[config.mk]
export PLATFORM = sky130hd
export DESIGN_NAME = microcode_entry_validator
export DESIGN_NICKNAME = d
export VERILOG_FILES = /design/src/hw/rtl/mev_pkg.sv /design/src/hw/rtl/mev_front.sv /design/src/hw/rtl/mev_fifo.sv /design/src/hw/rtl/mev_back.sv /design/src/hw/rtl/microcode_entry_validator.sv
export SDC_FILE = /design/constraint.sdc
export NUM_CORES = 2
export LEC_CHECK = 0
export BUFFER_PORTS_ARGS = -buffer_cell sky130_fd_sc_hd__buf_4
export CORE_MARGIN = 2
export CORE_UTILIZATION = 55
export DETAILED_ROUTE_END_ITERATION = 12
export MAX_ROUTING_LAYER = met4
export PLACE_DENSITY = 0.7
export SYNTH_ARGS = -nofsm -noshare
export SYNTH_HDL_FRONTEND = slang
export SYNTH_SLANG_ARGS = --single-unit
[constraint.sdc]
create_clock -name aclk -period 12.91 [get_ports aclk]
set_input_delay 1.291 -clock aclk [delete_from_list [all_inputs] [get_ports aclk]]
set_output_delay 1.291 -clock aclk [all_outputs]
set_load 0.01 [all_outputs]
[src/hw/rtl/mev_pkg.sv]
// ---------------------------------------------------------------------------
// mev_pkg
// Shared types and constants for the microcode entry validator.
// ---------------------------------------------------------------------------
package mev_pkg;

    // Result status codes
    localparam logic [2:0] ST_OK          = 3'd0;
    localparam logic [2:0] ST_INVALID     = 3'd1;
    localparam logic [2:0] ST_UNKNOWN_FMT = 3'd2;
    localparam logic [2:0] ST_BAD_CSUM    = 3'd3;
    localparam logic [2:0] ST_BAD_EXT_TBL = 3'd4;
    localparam logic [2:0] ST_BAD_EXT_SUM = 3'd5;
    localparam logic [2:0] ST_BAD_EXT_SIG = 3'd6;

    // Configuration register indexes
    localparam logic CFG_MAX_LEN = 1'b0;
    localparam logic CFG_STRICT  = 1'b1;

    // Entry layout constants
    localparam logic [31:0] HDR_BYTES    = 32'd48;
    localparam logic [31:0] EXTHDR_BYTES = 32'd20;
    localparam logic [31:0] DEF_DATA     = 32'd2000;
    localparam logic [31:0] DEF_TOTAL    = 32'd2048;
    localparam logic [31:0] HDR_VERSION  = 32'd1;
    localparam logic [31:0] RECIP3       = 32'hAAAAAAAB;

    // Date check constants
    localparam logic [31:0] BCD_ADJ      = 32'h06666666;
    localparam logic [31:0] BCD_CARRY    = 32'h11111110;
    localparam logic [31:0] BCD_LIMIT    = 32'hA0000000;
    localparam logic [15:0] MIN_YEAR     = 16'h1995;
    localparam logic [7:0]  MAX_DAY      = 8'h31;
    localparam logic [7:0]  MAX_MONTH    = 8'h12;

    // Classified input word, as queued between front and back
    typedef struct packed {
        logic        first;
        logic [31:0] word;
        logic        is_one;
        logic        nonzero;
        logic [35:0] sig_len;   // word * 12 + 20
    } mev_item_t;

endpackage

[src/hw/rtl/mev_front.sv]
// ---------------------------------------------------------------------------
// mev_front
// Input classifier: tags each incoming word with the cheap per-word facts
// that the checking engine needs.
// ---------------------------------------------------------------------------
module mev_front (
    input  logic              first,
    input  logic [31:0]       word,
    output mev_pkg::mev_item_t item
);
    import mev_pkg::*;

    // Per-word classification
    always_comb begin
        item.first   = first;
        item.word    = word;
        item.is_one  = (word == HDR_VERSION);
        item.nonzero = (word != 32'd0);
        item.sig_len = 36'({word, 3'b000}) + 36'({word, 2'b00}) + 36'(EXTHDR_BYTES);
    end

endmodule

[src/hw/rtl/mev_fifo.sv]
// ---------------------------------------------------------------------------
// mev_fifo
// Short queue of classified words between the front and the checking engine.
// ---------------------------------------------------------------------------
module mev_fifo #(
    parameter int DEPTH = 4
) (
    input  logic              aclk,
    input  logic              aresetn,
    input  logic              wr_valid,
    output logic              wr_ready,
    input  mev_pkg::mev_item_t wr_item,
    output logic              rd_valid,
    input  logic              rd_ready,
    output mev_pkg::mev_item_t rd_item
);
    import mev_pkg::*;

    localparam int AW = (DEPTH > 1) ? $clog2(DEPTH) : 1;
    localparam int CW = $clog2(DEPTH + 1);

    mev_item_t         mem [DEPTH];
    logic [AW-1:0]     wr_ptr_reg, wr_ptr_next;
    logic [AW-1:0]     rd_ptr_reg, rd_ptr_next;
    logic [CW-1:0]     count_reg, count_next;
    logic              push, pop;

    assign wr_ready = (count_reg != CW'(DEPTH));
    assign rd_valid = (count_reg != '0);
    assign rd_item  = mem[rd_ptr_reg];
    assign push     = wr_valid && wr_ready;
    assign pop      = rd_valid && rd_ready;

    // Pointer and count update
    always_comb begin
        wr_ptr_next = wr_ptr_reg;
        rd_ptr_next = rd_ptr_reg;
        count_next  = count_reg;
        if (push) begin
            wr_ptr_next = (wr_ptr_reg == AW'(DEPTH - 1)) ? '0 : wr_ptr_reg + 1'b1;
        end
        if (pop) begin
            rd_ptr_next = (rd_ptr_reg == AW'(DEPTH - 1)) ? '0 : rd_ptr_reg + 1'b1;
        end
        if (push && !pop) begin
            count_next = count_reg + 1'b1;
        end else if (pop && !push) begin
            count_next = count_reg - 1'b1;
        end
    end

    always_ff @(posedge aclk) begin
        if (!aresetn) begin
            wr_ptr_reg <= '0;
            rd_ptr_reg <= '0;
            count_reg  <= '0;
        end else begin
            wr_ptr_reg <= wr_ptr_next;
            rd_ptr_reg <= rd_ptr_next;
            count_reg  <= count_next;
        end
    end

    // Storage
    always_ff @(posedge aclk) begin
        if (push) begin
            mem[wr_ptr_reg] <= wr_item;
        end
    end

endmodule

[src/hw/rtl/mev_back.sv]
// ---------------------------------------------------------------------------
// mev_back
// Checking engine: walks the entry word by word, keeps the running sums and
// header fields, and loads at most one status into the output register per entry.
// ---------------------------------------------------------------------------
module mev_back #(
    parameter int MIN_BUFFER_BYTES = 1024
) (
    input  logic              aclk,
    input  logic              aresetn,
    input  logic              cfg_we,
    input  logic              cfg_index,
    input  logic [31:0]       cfg_wdata,
    input  logic              in_valid,
    output logic              in_ready,
    input  mev_pkg::mev_item_t in_item,
    output logic              m_valid,
    input  logic              m_ready,
    output logic [2:0]        m_status,
    output logic [31:0]       m_entry_bytes,
    output logic [28:0]       m_ext_sig_count
);
    import mev_pkg::*;

    // Configuration
    logic [31:0] max_len_reg;
    logic        strict_reg;

    // Entry state
    logic        done_reg, done_next;
    logic        hdr_done_reg, hdr_done_next;
    logic [29:0] idx_reg, idx_next;
    logic [31:0] main_sum_reg, main_sum_next;
    logic [31:0] ext_sum_reg, ext_sum_next;
    logic [31:0] hsig_sum_reg, hsig_sum_next;
    logic [31:0] grp_sum_reg, grp_sum_next;
    logic [1:0]  grp_phase_reg, grp_phase_next;
    logic [31:0] total_reg, total_next;
    logic [31:0] data_reg, data_next;
    logic [31:0] date_reg, date_next;
    logic        rev_nz_reg, rev_nz_next;
    logic        pend_sig_reg, pend_sig_next;
    logic [29:0] main_last_reg, main_last_next;
    logic [29:0] e_reg, e_next;
    logic [29:0] e_last_reg, e_last_next;
    logic [31:0] ext_reg, ext_next;
    logic [28:0] q_reg;

    // Output register
    logic        out_valid_reg, out_valid_next;
    logic [2:0]  out_status_reg, out_status_next;
    logic [31:0] out_bytes_reg, out_bytes_next;
    logic [28:0] out_count_reg, out_count_next;

    // Working values
    logic        fire, emit;
    logic [2:0]  st;
    logic [29:0] c_idx;
    logic [31:0] c_ms, c_tot, c_dat, c_ext, w;
    logic        c_hdr;
    logic [31:0] x_ext;
    logic [29:0] xq;
    logic [61:0] prod;
    logic        shape_ok;
    logic [2:0]  misc_st;

    // Date and revision checks
    function automatic logic bcd_ok(input logic [31:0] d);
        logic [31:0] s;
        s = d + BCD_ADJ;
        return (d < BCD_LIMIT) && (((s ^ d) & BCD_CARRY) == 32'd0);
    endfunction

    always_comb begin
        misc_st = ST_OK;
        priority if (date_reg == 32'd0) begin
            misc_st = ST_INVALID;
        end else if (strict_reg && !rev_nz_reg) begin
            misc_st = ST_INVALID;
        end else if (strict_reg && (!bcd_ok(date_reg) || date_reg[15:0] < MIN_YEAR
                     || date_reg[23:16] == 8'd0 || date_reg[23:16] > MAX_DAY
                     || date_reg[31:24] == 8'd0 || date_reg[31:24] > MAX_MONTH)) begin
            misc_st = ST_INVALID;
        end
    end

    // Extended table shape: (ext - 20) / 12 via reciprocal multiply
    assign x_ext    = ext_reg - EXTHDR_BYTES;
    assign xq       = x_ext[31:2];
    assign prod     = 62'(xq) * 62'(RECIP3);
    assign shape_ok = (ext_reg >= EXTHDR_BYTES) && (x_ext[1:0] == 2'b00)
                      && ((31'({q_reg, 1'b0}) + 31'(q_reg)) == 31'(xq));

    always_ff @(posedge aclk) begin
        q_reg <= prod[61:33];
    end

    assign fire     = in_valid && in_ready;
    assign in_ready = !out_valid_reg || m_ready;
    assign w        = in_item.word;

    // Word processing
    always_comb begin
        done_next      = done_reg;
        hdr_done_next  = hdr_done_reg;
        idx_next       = idx_reg;
        main_sum_next  = main_sum_reg;
        ext_sum_next   = ext_sum_reg;
        hsig_sum_next  = hsig_sum_reg;
        grp_sum_next   = grp_sum_reg;
        grp_phase_next = grp_phase_reg;
        total_next     = total_reg;
        data_next      = data_reg;
        date_next      = date_reg;
        rev_nz_next    = rev_nz_reg;
        pend_sig_next  = pend_sig_reg;
        main_last_next = main_last_reg;
        e_next         = e_reg;
        e_last_next    = e_last_reg;
        ext_next       = ext_reg;
        emit           = 1'b0;
        st             = ST_OK;
        c_idx          = idx_reg;
        c_ms           = 32'd0;
        c_tot          = total_reg;
        c_dat          = data_reg;
        c_ext          = 32'd0;
        c_hdr          = hdr_done_reg;

        if (fire && (in_item.first || !done_reg)) begin
            if (in_item.first) begin
                c_idx          = '0;
                c_tot          = 32'd0;
                c_dat          = 32'd0;
                c_hdr          = 1'b0;
                main_sum_next  = 32'd0;
                ext_sum_next   = 32'd0;
                hsig_sum_next  = 32'd0;
                grp_sum_next   = 32'd0;
                grp_phase_next = 2'd0;
                date_next      = 32'd0;
                rev_nz_next    = 1'b0;
                pend_sig_next  = 1'b0;
            end
            done_next = 1'b0;
            idx_next  = c_idx + 1'b1;

            if (c_idx <= 30'd8) begin
                // Header words
                c_ms          = main_sum_next + w;
                main_sum_next = c_ms;
                unique case (c_idx[3:0])
                    4'd0: begin
                        if (max_len_reg < 32'(MIN_BUFFER_BYTES)) begin
                            emit = 1'b1;
                            st   = ST_INVALID;
                        end else if (!in_item.is_one) begin
                            emit = 1'b1;
                            st   = ST_UNKNOWN_FMT;
                        end
                    end
                    4'd1: rev_nz_next = in_item.nonzero;
                    4'd2: date_next = w;
                    4'd3, 4'd4, 4'd6: hsig_sum_next = hsig_sum_next + w;
                    4'd7: c_dat = w;
                    4'd8: begin
                        if (c_dat != 32'd0) begin
                            c_tot = w;
                        end else begin
                            c_tot = DEF_TOTAL;
                            c_dat = DEF_DATA;
                        end
                        if (c_dat > c_tot || c_dat < HDR_BYTES
                            || (33'(c_dat) + 33'(HDR_BYTES)) > 33'(c_tot)
                            || c_dat[1:0] != 2'b00 || c_tot[1:0] != 2'b00
                            || (strict_reg && c_tot[9:0] != 10'd0)
                            || c_tot > max_len_reg) begin
                            emit = 1'b1;
                            st   = ST_INVALID;
                        end else begin
                            c_hdr          = 1'b1;
                            c_ext          = c_tot - HDR_BYTES - c_dat;
                            ext_next       = c_ext;
                            main_last_next = 30'd11 + c_dat[31:2];
                            e_last_next    = c_ext[31:2] - 1'b1;
                        end
                    end
                    default: ;
                endcase
                total_next = c_tot;
                data_next  = c_dat;
            end else if (c_idx <= main_last_reg) begin
                // Remaining header words and data words
                c_ms          = main_sum_reg + w;
                main_sum_next = c_ms;
                if (c_idx == main_last_reg) begin
                    e_next = '0;
                    priority if (c_ms != 32'd0) begin
                        emit = 1'b1;
                        st   = ST_BAD_CSUM;
                    end else if (ext_reg == 32'd0) begin
                        emit = 1'b1;
                        st   = misc_st;
                    end else if (!shape_ok) begin
                        emit = 1'b1;
                        st   = ST_BAD_EXT_TBL;
                    end
                end
            end else begin
                // Extended table words
                ext_sum_next = ext_sum_reg + w;
                e_next       = e_reg + 1'b1;
                if (e_reg == '0 && in_item.sig_len != 36'(ext_reg)) begin
                    emit = 1'b1;
                    st   = ST_BAD_EXT_TBL;
                end else begin
                    if (e_reg >= 30'd5) begin
                        if (grp_phase_reg == 2'd2) begin
                            if (grp_sum_reg + w != hsig_sum_reg) begin
                                pend_sig_next = 1'b1;
                            end
                            grp_sum_next   = 32'd0;
                            grp_phase_next = 2'd0;
                        end else begin
                            grp_sum_next   = grp_sum_reg + w;
                            grp_phase_next = grp_phase_reg + 1'b1;
                        end
                    end
                    if (e_reg == e_last_reg) begin
                        emit = 1'b1;
                        priority if (ext_sum_next != 32'd0) begin
                            st = ST_BAD_EXT_SUM;
                        end else if (pend_sig_next) begin
                            st = ST_BAD_EXT_SIG;
                        end else begin
                            st = misc_st;
                        end
                    end
                end
            end
            hdr_done_next = c_hdr;
            if (emit) begin
                done_next = 1'b1;
            end
        end
    end

    // Output register
    always_comb begin
        out_valid_next  = out_valid_reg;
        out_status_next = out_status_reg;
        out_bytes_next  = out_bytes_reg;
        out_count_next  = out_count_reg;
        if (fire && emit) begin
            out_valid_next  = 1'b1;
            out_status_next = st;
            out_bytes_next  = c_tot;
            out_count_next  = (c_hdr && shape_ok && c_idx > 30'd8) ? q_reg : 29'd0;
        end else if (m_ready) begin
            out_valid_next = 1'b0;
        end
    end

    always_ff @(posedge aclk) begin
        if (!aresetn) begin
            max_len_reg   <= 32'hFFFF_FFFF;
            strict_reg    <= 1'b0;
            done_reg      <= 1'b1;
            hdr_done_reg  <= 1'b0;
            idx_reg       <= '0;
            main_sum_reg  <= 32'd0;
            ext_sum_reg   <= 32'd0;
            hsig_sum_reg  <= 32'd0;
            grp_sum_reg   <= 32'd0;
            grp_phase_reg <= 2'd0;
            total_reg     <= 32'd0;
            data_reg      <= 32'd0;
            date_reg      <= 32'd0;
            rev_nz_reg    <= 1'b0;
            pend_sig_reg  <= 1'b0;
            main_last_reg <= '0;
            e_reg         <= '0;
            e_last_reg    <= '0;
            ext_reg       <= 32'd0;
            out_valid_reg <= 1'b0;
        end else begin
            if (cfg_we) begin
                unique case (cfg_index)
                    CFG_MAX_LEN: max_len_reg <= cfg_wdata;
                    CFG_STRICT:  strict_reg  <= cfg_wdata[0];
                    default: ;
                endcase
            end
            done_reg      <= done_next;
            hdr_done_reg  <= hdr_done_next;
            idx_reg       <= idx_next;
            main_sum_reg  <= main_sum_next;
            ext_sum_reg   <= ext_sum_next;
            hsig_sum_reg  <= hsig_sum_next;
            grp_sum_reg   <= grp_sum_next;
            grp_phase_reg <= grp_phase_next;
            total_reg     <= total_next;
            data_reg      <= data_next;
            date_reg      <= date_next;
            rev_nz_reg    <= rev_nz_next;
            pend_sig_reg  <= pend_sig_next;
            main_last_reg <= main_last_next;
            e_reg         <= e_next;
            e_last_reg    <= e_last_next;
            ext_reg       <= ext_next;
            out_valid_reg <= out_valid_next;
        end
    end

    always_ff @(posedge aclk) begin
        out_status_reg <= out_status_next;
        out_bytes_reg  <= out_bytes_next;
        out_count_reg  <= out_count_next;
    end

    assign m_valid         = out_valid_reg;
    assign m_status        = out_status_reg;
    assign m_entry_bytes   = out_bytes_reg;
    assign m_ext_sig_count = out_count_reg;

    // Checks
    a_emit_closes: assert property (@(posedge aclk) disable iff (!aresetn)
        (fire && emit) |=> done_reg)
        else $error("entry still open after its status was issued");
    a_past_header: assert property (@(posedge aclk) disable iff (!aresetn)
        (!done_reg && idx_reg > 30'd8) |-> hdr_done_reg)
        else $error("body word processed without a checked header");
    a_sig_err_in_table: assert property (@(posedge aclk) disable iff (!aresetn)
        $rose(pend_sig_reg) |-> hdr_done_reg)
        else $error("signature error flagged outside the extended table");
    a_status_range: assert property (@(posedge aclk) disable iff (!aresetn)
        m_valid |-> (m_status != 3'd7))
        else $error("undefined status code issued");

endmodule

[src/hw/rtl/microcode_entry_validator.sv]
// ---------------------------------------------------------------------------
// microcode_entry_validator
// Streaming header, size and checksum validator for one version-1
// microcode update entry, one 32-bit word per transaction.
// ---------------------------------------------------------------------------
// Words are taken at one per clock while the short FIFO has room and queued
// into it; the checking engine retires one word per clock whenever its output
// register is free, so the sustained rate is one word per cycle while the
// status side accepts results. Each status passes through the queue and the
// output register. At most one status is issued per entry, on the word where
// a failing check or overall success is decided; words after it are dropped
// until the next word flagged first. Configuration writes take effect on the
// next clock and are meant to happen only while the block is idle.
// No clearing pass.
module microcode_entry_validator #(
    parameter int MIN_BUFFER_BYTES = 1024,
    parameter int FIFO_DEPTH       = 4
) (
    input  logic        aclk,
    input  logic        aresetn,
    input  logic        cfg_we,
    input  logic        cfg_index,
    input  logic [31:0] cfg_wdata,
    input  logic        s_valid,
    output logic        s_ready,
    input  logic        s_first,
    input  logic [31:0] s_word,
    output logic        m_valid,
    input  logic        m_ready,
    output logic [2:0]  m_status,
    output logic [31:0] m_entry_bytes,
    output logic [28:0] m_ext_sig_count
);
    import mev_pkg::*;

    mev_item_t front_item;
    mev_item_t q_item;
    logic      q_valid;
    logic      q_ready;

    // Classify incoming words
    mev_front u_front (
        .first (s_first),
        .word  (s_word),
        .item  (front_item)
    );

    // Decoupling queue
    mev_fifo #(
        .DEPTH (FIFO_DEPTH)
    ) u_fifo (
        .aclk     (aclk),
        .aresetn  (aresetn),
        .wr_valid (s_valid),
        .wr_ready (s_ready),
        .wr_item  (front_item),
        .rd_valid (q_valid),
        .rd_ready (q_ready),
        .rd_item  (q_item)
    );

    // Checking engine
    mev_back #(
        .MIN_BUFFER_BYTES (MIN_BUFFER_BYTES)
    ) u_back (
        .aclk            (aclk),
        .aresetn         (aresetn),
        .cfg_we          (cfg_we),
        .cfg_index       (cfg_index),
        .cfg_wdata       (cfg_wdata),
        .in_valid        (q_valid),
        .in_ready        (q_ready),
        .in_item         (q_item),
        .m_valid         (m_valid),
        .m_ready         (m_ready),
        .m_status        (m_status),
        .m_entry_bytes   (m_entry_bytes),
        .m_ext_sig_count (m_ext_sig_count)
    );

endmodule

### Word-level counts from Yosys, hierarchy flattened

Memories as Yosys holds them, arrays and structs flattened. A register that Yosys moved wholly into a read port is not among the register bits.
Cells that the tools add are included.

* input port bits: 71
* output and inout bits: 66
* register bits: 516
* RAM bits: 284
* word-level logic and storage cells: 252
* memories: 1

Memory list
* u_fifo.mem: words 4, bits a word 71, rd ports 1, clocked after memory_dff 1, write ports 1, line mev_fifo.sv:22 `mev_item_t mem [DEPTH];`

* equality and inequality tests: 18
* magnitude comparators: 14
* multiply operators: 1
* add/subtract/negate cells: 22
* reductions and logical operators: 58
* mux-type cells: 107
* bitwise gates (word level): 4

Operators with widths (count)
* $mux W32: 34
* $add A32 B32 Y32: 5
* $mux W30: 5
* $reduce_bool A32 Y1: 4
* $logic_not A32 Y1: 3
* $gt A32 B32 Y1: 2
* $pmux W32 S2: 1
* $mul A30 B32 Y62 const B: 1
* $add A30 B1 Y30 const B: 2
* $eq A30 B30 Y1: 2
* $mux W3: 15
* $mux W1: 39
* $add A35 B34 Y36: 1
* $add A36 B5 Y36 const B: 1
* $ne A36 B32 Y1: 1
* $add A32 B6 Y33 const B: 1
* $gt A33 B32 Y1: 1
* $eq A32 B1 Y1 const B: 1
* $ge A32 B5 Y1 const B: 1
* $lt A32 B11 Y1 const B: 1
* $lt A32 B32 Y1 const B: 1
* $lt A32 B6 Y1 const B: 1
* $ne A32 B32 Y1: 1
* $sub A32 B32 Y32: 1
* other kinds (43): 99

### Logic depth before layout (Yosys ltp)

* depth after elaboration: 24
* gate-level depth with buffers: 36

### Cells and area by module

Synthesis repeated with hierarchy kept, for this count alone.

* cells, all modules: 6810
* area total of the unflattened synthesis: 63432.1 µm²

Modules (own cells, without submodules)
* mev_back: instances 1, area an instance 49947.9 µm², cells an instance 6027, seq. area each 10830.4 µm²
* mev_fifo: instances 1, area an instance 10707.8 µm², cells an instance 422, seq. area each 8708.4 µm²
* mev_front: instances 1, area an instance 2776.4 µm², cells an instance 361, seq. area each 0.0 µm²

### Least setup slack after synthesis

Ideal clock, no wire load.

* path kind: reg-to-reg
* start: reg (tool-made name)
* end: reg u_back.out_bytes_reg[0], in the netlist u_back.m_entry_bytes[0] (enable)
* setup time: 0.528 ns
* arrival time: 8.613 ns
* data required time: 12.382 ns
* cell stages (with the launch flop): 19
* path slack: 3.769 ns
* buffers on the path: 5
* path through: dfxtp_1 clkbuf_1 buf_2 clkbuf_1 clkbuf_1 buf_1 mux4_2 nand2_1 ha_1 inv_1 or4_1 nor4b_1 a21oi_1 a31oi_1 a22o_1 nor4_1 o31a_1 a311o_1 a31oi_1

RTL lines
* end signal, assigned: line mev_back.sv:317 `out_bytes_reg <= out_bytes_next;`
* end, declared: line mev_back.sv:52 `logic [31:0] out_bytes_reg, out_bytes_next;`

### Worst setup path in the final report

* start: reg u_back.ext_reg[5]
* end: reg u_back.q_reg[28]

* longest elaborated chain between the ends: 2

Ends and longest elaborated chain
* start, declared: line mev_back.sv:46 `logic [31:0] ext_reg, ext_next;`
* start signal, assigned: line mev_back.sv:310 `ext_reg <= ext_next;`
* $sub A32 B5 Y32: line mev_back.sv:88 `assign x_ext = ext_reg - EXTHDR_BYTES;`
* $mul A30 B32 Y62: line mev_back.sv:90 `assign prod = 62'(xq) * 62'(RECIP3);`
* via u_back.prod[61]: line mev_back.sv:63 `logic [61:0] prod;`
* end signal, assigned: line mev_back.sv:95 `q_reg <= prod[61:33];`
* end, declared: line mev_back.sv:47 `logic [28:0] q_reg;`

The timed path passes the listed nets, and every way through them passes these cells.
A chain may end at the register's enable or synchronous reset.

==> results.txt <==
Worst Skew = 0.0461 ns
Async S/R FF share, synth = 0
CP required = 13.51 ns
First-pass GRT wire length = 281,000 um
Dominant cells by area after synthesis = edfxtp_1 16%, ha_1 15%, dfxtp_1 15%
IO Port Bufs = 136
Clock Latency Late Sink = 0.71 ns
Worst hold path class = register to register
Synthesized instance count = 6,648
Worst hold start = u_back.grp_sum_reg[5]
Final Hold Vio Count = 0
CTS Hold Bufs = 0
Post-route DRC = 0
Worst Reg-to-Reg Cells = 31
CP startpoint kind = register
Vias per std cell = 6.05
Setup-failing EPs final = 0
Yosys warnings = 0
Total GRT Usage = 0.321
Synth Register Bits = 794
Core area = 112,000 sq um
Drt total wl = 182,000 um
Mapped Area = 62,100 sq um
Reg area = 19,300 sq um
CP Launch Point = u_back.ext_reg[5]
Clock network fraction of total power = 0.193
Commonest cells post-synth = 735 x ha_1, 652 x inv_1, 619 x nor2_1, 454 x dfxtp_1, 436 x nand2_1
Routed Antenna Nets = 0
Period minus WS final = 10.58 ns
Largest net degree at the start of global routing = 136
End-of-flow core utilization = 0.604
Post-synth top area share = 0.165
Htree depth = 3
DP HPWL = 138,000 um
Die area = 116,000 sq um
Fillers = 9,704
MaxCap Viol Count = 0
Leading area contributor after synthesis = edfxtp_1
Clock root cell = clkbuf_16
Max incr delay on CP = 0.94 ns
DR WL/cell = 22.0 um
Area growth syn-to-layout = 9.20%
Count of cells resized by post-cts repair = 0
Tcrit/Tclk final = 0.819
CP Class = register to register
Drt initial violations = 4,774
Worst path arrival time = 11.18 ns
Syn Nets = 7,704
Slowest cell on the critical path = a2111oi_0
CP most frequent cell = fa_1
Crit path max fanout = 7
Initial Util = 0.553
Peak Freq = 0.0945 GHz
Post-CTS setup buffers = 0
Final nets = 7,755
Pins over their slew limit = 0
Drt pass-1 iters = 6
CTS tree = built
Vias = 50,100
Hold path depth = 2
Overflow after GRT = 0
Internal power = 7.35 mW
Vias in the first global route = 48,500
Worst-Margin Slew = 1.29 ns
Clock Sinks = 794
Leakage power = 29.7 nW
RSZ-0062 raised after global routing = false
Area occupied by multi-input gates = 39,500 sq um
Most common cell in the netlist = ha_1
Syn_area_per_cell = 9.34 sq um
Max FFs per register = 276
Combinational Power Share = 0.585
Die W = 340 um
Row cnt = 123
Global placer's final weighted congestion = 0.983
Max transition margin = 0.140
Die height = 340 um
Share of layout cells above drive strength 1 = 0.0712
Reg-to-Reg Start = u_back.ext_reg[5]
Worst r2r dst = u_back.q_reg[28]
Num ports = 137
Initial antenna violation count = 4
Worst IR Drop VDD = 0.282 mV
Register area share after synthesis = 0.311
Crit. End Element = register
Setup tns final = 0 ns
Clock Pin Slew Worst Setup and Hold Paths = 0.06 ns
Net Sw Frac = 0.478
Post-synth EDFFs = 340
Flop pwr share = 0.222
NetSw = 6.73 mW
Total CTS buffers = 91
WHS Endpoint = u_back.grp_sum_reg[5]
Synth Flop Type = dfxtp_1
Max clock buf depth = 3
Pwr dens = 208 nW/um^2
Reg with most FFs = u_fifo.mem
Power Total = 14.1 mW
Outcome = completed
R2R Setup Slk = 2.33 ns
Synth unique cells = 93
-- power by group through the flow --
stage                     clock, mW  sequential (mW)  combinational (mW)
after floorplan                   0             3.15                5.47
after global placement            0             3.17                7.98
after detailed placement          0             3.17                8.07
after CTS                      2.75             3.12                8.11
after global routing           2.84             3.15                8.88
final                          2.72             3.13                8.24
-- per-layer routing --
layer	global-route usage	vias to the layer above	routed length (um)
met4	0.110	0	6420
met1	0.427	24300	79300
li1	-	23700	-
met3	0.0479	359	13200
met5	-	-	0
met2	0.501	1820	83500
-- cells in the final DEF, fill, tap and decap left out, types with 49 or more instances in the layout --
master / instances
a211oi_1: 104
a21o_1: 151
a21oi_1: 334
a22oi_1: 118
and2_1: 176
buf_4: 193
clkbuf_16: 92
dfxtp_1: 452
edfxtp_1: 340
fa_1: 250
ha_1: 735
inv_1: 652
mux2i_1: 61
mux4_2: 65
nand2_1: 435
nand2b_1: 50
nand3_1: 114
nand4_1: 102
nor2_1: 616
nor2b_1: 60
nor3_1: 155
nor4_1: 73
o211ai_1: 62
o21a_1: 49
o21ai_0: 261
or3_1: 51
xnor2_1: 286
xor2_1: 176
-- layout make-up --
class                      instances  area share
antenna                            6    0.000222
clock buffer                     118      0.0370
clock inverter                    50     0.00945
inverter                         654      0.0363
multi-input combinational       4965       0.583
sequential                       794       0.285
tap                             1500      0.0277
timing repair buffer             193      0.0214
-- worst max path at each step --
stage | cells after the start | slack, ns | endpoint
after global routing | 31 | 1.75 | u_back.q_reg[28]
after floorplan | 18 | 3.77 | u_back.m_entry_bytes[0]
after detailed placement | 31 | 2.55 | u_back.q_reg[28]
final | 31 | 2.33 | u_back.q_reg[28]
after CTS | 31 | 2.40 | u_back.q_reg[28]
after global placement | 31 | 2.56 | u_back.q_reg[28]
-- metrics by stage --
step	cells	hold WS (ns)	setup WS (ns)	instance area, sq um
after CTS	8274	0.467	2.40	67800
after global placement	8106	0.451	2.56	64600
after detailed placement	8106	0.458	2.55	64600
after floorplan	6648	0.441	3.77	62100
after global routing	8274	0.484	1.75	67800
final	8280	0.468	2.33	67800
-- cell families (layout without fill, tap and decap cells) --
family          count (synthesis)  in the layout  synth area share
simple gates                 1985           1985             0.156
flops                         794            794             0.311
buf+inv                       889           1015            0.0541
fa+ha+maj                     985            985             0.229
compound gates               1393           1393             0.148
other cells                     0              6                 0
xor+xnor                      472            472            0.0688
mux                           130            130            0.0341
-- critical path, delay by kind of cell (launching register included) --
| family | cells | cell delay, ns |
|---|---|---|
| AND/OR/NAND/NOR | 5 | 1.26 |
| XOR/XNOR | 2 | 0.46 |
| buffers and inverters | 5 | 0.57 |
| AO/OA/AOI/OAI | 10 | 3.24 |
| flip-flops | 1 | 0.38 |
| adder cells (fa/ha/maj) | 9 | 4.57 |
No activity file was read; power rests on OpenSTA's default activity.
